File: config.mk
export PLATFORM = sky130hd
export DESIGN_NAME = rps_queue
export DESIGN_NICKNAME = d
export VERILOG_FILES = /design/src/design/rps_queue.sv
export SDC_FILE = /design/constraint.sdc
export NUM_CORES = 1
export LEC_CHECK = 0
export BUFFER_PORTS_ARGS = -buffer_cell sky130_fd_sc_hd__buf_2
export CAP_MARGIN = 15
export CORE_MARGIN = 2
export CORE_UTILIZATION = 61
export CTS_BUF_LIST = sky130_fd_sc_hd__clkbuf_16
export DETAILED_ROUTE_END_ITERATION = 8
export PLACE_DENSITY = 0.84
export SETUP_SLACK_MARGIN = 0.3
export SYNTH_ARGS = -nofsm -noshare
export SYNTH_HDL_FRONTEND = slang
export SYNTH_SLANG_ARGS = --single-unit
File: constraint.sdc
create_clock -name clk -period 7.3 [get_ports clk]
set_input_delay 0.73 -clock clk [delete_from_list [all_inputs] [get_ports clk]]
set_output_delay 0.73 -clock clk [all_outputs]
set_load 0.02 [all_outputs]
File: src/design/rps_queue.sv
// Short register queue between the transform front and the projection back.
// Depends on nothing.
module rps_queue #(
  parameter int W = 160,
  parameter int DEPTH = 4
) (
  input  logic         clk,
  input  logic         rst,
  input  logic         push,
  input  logic [W-1:0] push_data,
  output logic         full,
  input  logic         pop,
  output logic [W-1:0] pop_data,
  output logic         not_empty
);
  localparam int AW = $clog2(DEPTH);

  logic [W-1:0]  mem [DEPTH];
  logic [AW-1:0] wr_ptr;
  logic [AW-1:0] rd_ptr;
  logic [AW:0]   count;

  assign full      = (count == (AW+1)'(DEPTH));
  assign not_empty = (count != '0);
  assign pop_data  = mem[rd_ptr];

  // Store entries
  always_ff @(posedge clk) begin
    if (push) begin
      mem[wr_ptr] <= push_data;
    end
  end

  // Advance pointers and count
  always_ff @(posedge clk) begin
    if (rst) begin
      wr_ptr <= '0;
      rd_ptr <= '0;
      count  <= '0;
    end else begin
      if (push) begin
        wr_ptr <= (wr_ptr == AW'(DEPTH - 1)) ? '0 : wr_ptr + 1'b1;
      end
      if (pop) begin
        rd_ptr <= (rd_ptr == AW'(DEPTH - 1)) ? '0 : rd_ptr + 1'b1;
      end
      count <= count + (AW+1)'(push) - (AW+1)'(pop);
    end
  end
endmodule

==> key figures <==
Outcome
  • Result of the run: finished, final reports clean

Place
  • Placer congestion estimate: 0.762
  • Number of port buffers: 325
  • Detailed Place HPWL: 28200 um
  • Post-placement worst setup slack: 3930 ps
  • Post-Place Cell Area: 25700 um^2

Yosys
  • Mean Syn Cell Area: 26.8 um^2
  • Cell Area, Synth: 23500 um^2
  • Post-synth net total: 1051
  • Post-synthesis sequential element count: 649
  • Share of synthesized registers carrying an async set or reset: 0
  • Number of enable-type register cells in the synthesized netlist: 640
  • Share of Yosys cell area claimed by the top area cell type: 0.817
  • Sequential element share of the synthesized area: 0.825
  • Post-Syn Instances: 879
  • Synth area leaders: sky130_fd_sc_hd__edfxtp_1 (82%), sky130_fd_sc_hd__mux4_2 (15%), sky130_fd_sc_hd__dfxtp_1 (0.77%)
  • Yosys warns: 0
  • Synth area leader: sky130_fd_sc_hd__edfxtp_1
  • Most used flip-flop cell after synthesis: sky130_fd_sc_hd__edfxtp_1
  • Count of distinct cell types in the synthesized netlist: 19

GRT
  • Remaining global-route overflow: 0
  • Aggregate global-route resource usage: 0.250
  • Antenna violations before repair: 15
  • Maximum number of pins on one net before global-route repair: 81
  • Global-route wire length before repair: 73100 um
  • Vias in the first global route: 11500

Min path
  • Cell depth of the worst min-delay path: 1
  • WHS Endpoint: mem[1][47]
  • Hold path startpoint: push_data[47]
  • Class of the tightest hold or removal check: input port to flop

Timing
  • Period utilisation layout: 0.534
  • Slew margin rel.: 0.297
  • Fin. max-slew vios: 0
  • # setup viols final: 0
  • Min Tclk post-route: 3900 ps
  • Worst slew pin tran: 1050 ps
  • Final setup skew: 9.16 ps
  • Hold_ws: 332 ps
  • RSZ-0062 raised after global routing: no
  • Achievable clock frequency: 0.257 GHz
  • Post-layout worst setup margin: 3400 ps
  • Count of final hold-check violations: 0
  • Aggregate negative setup slack: 0 ps

Layout
  • Most common library cell in the layout ignoring fill and taps: sky130_fd_sc_hd__edfxtp_1
  • Fill cell total of the finished layout: 2088
  • Fin area: 27500 um^2
  • Layout cell share with drive strength beyond 1: 0.453
  • Final core utilization: 0.728
  • # nets final: 1413
  • Area growth syn-to-layout: 17.1%
  • Commonest cells after routing, fill and taps aside: sky130_fd_sc_hd__edfxtp_1 (640), sky130_fd_sc_hd__buf_2 (325), sky130_fd_sc_hd__mux4_2 (160)

CTS
  • Register clock-pin slew on the reported worst setup and hold paths: 70 ps
  • TritonCTS buffer count: 59
  • Clock tree from TritonCTS: yes
  • CTS root buffer: sky130_fd_sc_hd__clkbuf_16
  • # resized after CTS: 0
  • Number of clock sinks: 649
  • Count of hold buffers inserted by post-cts repair: 0
  • Post CTS Setup Buffer Count: 0
  • Deepest level of the CTS H-tree: 2
  • Buffer depth of the longest clock path: 3
  • Skew-Pair Late Insertion Delay: 610 ps

Setup path
  • Critical R2R Capture: mem[3][33]
  • Critical Setup Path Class: flop to primary output
  • Sort of element at the end of the critical path: primary output
  • Worst-case reg-to-reg path depth: 3
  • Critical register-to-register path startpoint: wr_ptr[0]
  • CP Data Arrival Time: 3170 ps
  • Worst endpoint required time: 6570 ps
  • Crit-path max FO: 47
  • Sort of element at the start of the critical path: flop
  • Flop-to-flop setup slack: 4700 ps

Floorplan
  • Placement Rows: 71
  • Starting Density: 0.621
  • Chip height: 200 um
  • Chip Width: 200 um
  • Core ar.: 37800 um^2
  • I/O pin count: 326
  • Die Area: 40100 um^2

Power and ir drop
  • Peak supply drop: 0.000221 V
  • Leakage power of the design: 9.29 nW
  • Power per cell area: 291 nW/um^2

Routing
  • Via count: 10800
  • Post-route DRC violation count: 0
  • Antenna Violating Nets Remaining: 0
  • Pre-antenna DRT Iters: 5
  • Routed wire length per instance: 27.3 um
  • Initial DRC count: 868
  • Via-per-instance ratio: 5.99
  • Routed wire length: 49400 um

Flow run
  • Maximum Capacitance Violations: 0
==> routing by layer <==
metal | up-vias | share of wire | track usage
li1 | 4554 | - | -
met1 | 5644 | 0.36 | 0.324
met5 | - | 0.0018 | 0
met2 | 549 | 0.51 | 0.413
met4 | 14 | 0.023 | 0.0788
met3 | 85 | 0.10 | 0.0757
==> kinds of logic after synthesis <==
| family | after synthesis | synth area share |
|---|---|---|
| and+or+nand+nor | 15 | 0.00388 |
| xor gates and xnor gates | 1 | 0.00101 |
| buffers and inverters | 42 | 0.0112 |
| adders and majority gates | 8 | 0.00458 |
| DFF | 649 | 0.825 |
| AOI/OAI and AO/OA | 2 | 0.000426 |
| muxes | 162 | 0.154 |
==> cell usage after synthesis, types with 3 or more instances <==
master                     number
sky130_fd_sc_hd__dfxtp_1        9
sky130_fd_sc_hd__ha_1           7
sky130_fd_sc_hd__mux4_2       160
sky130_fd_sc_hd__clkbuf_1       6
sky130_fd_sc_hd__and2_1         4
sky130_fd_sc_hd__edfxtp_1     640
sky130_fd_sc_hd__buf_2         19
sky130_fd_sc_hd__nor2_1         3
sky130_fd_sc_hd__inv_1          6
sky130_fd_sc_hd__buf_6         11
==> critical path, cell delays in order, from the launching register on <==
cell,delay (ps)
sky130_fd_sc_hd__dfxtp_4,810
sky130_fd_sc_hd__buf_4,850
sky130_fd_sc_hd__mux4_2,620
sky130_fd_sc_hd__buf_2,180
==> power breakdown <==
part	internal [W]	total (W)	leakage, nW	switching, W
Combinational	0.000299	0.000760	2.37	0.000462
Clock	0.00166	0.00294	0.961	0.00128
Sequential	0.00426	0.00431	5.95	0.0000560
Total	0.00622	0.00802	9.29	0.00180
==> state kept, by name (all words and copies together), names as in the netlist, named ones only <==
name    cells
wr_ptr      2
mem       640
rd_ptr      2
count       3
==> area by class of cell <==
class	instances	area, um^2	area share
diodes	11	27.5	0.000999
clock buffers	60	1500	0.0545
clock inverters	49	355	0.0129
inverters	6	22.5	0.000818
multi-input cells	188	3870	0.140
flip-flops and latches	649	19400	0.704
well taps	511	639	0.0232
repair buffers	337	1730	0.0628
==> worst max path at each step <==
| stage | startpoint | endpoint | slack, ps | depth (start not counted) |
|---|---|---|---|---|
| CTS | flop | pop_data[21] | 3260 | 3 |
| global placement | flop | pop_data[109] | 3970 | 3 |
| floorplan | push | mem[0][0] | 2390 | 1 |
| global route | flop | pop_data[21] | 3120 | 3 |
| finish | flop | pop_data[121] | 3400 | 3 |
| detailed placement | flop | pop_data[109] | 3930 | 3 |
==> metrics by stage <==
step           total power [W]  instances
5_1_grt                0.00824       1804
6_report               0.00802       1811
3_5_place_dp           0.00514       1691
3_3_place_gp           0.00511       1691
4_1_cts                0.00808       1800
2_1_floorplan          0.00486        879
No activity file was read; power rests on OpenSTA's default activity.
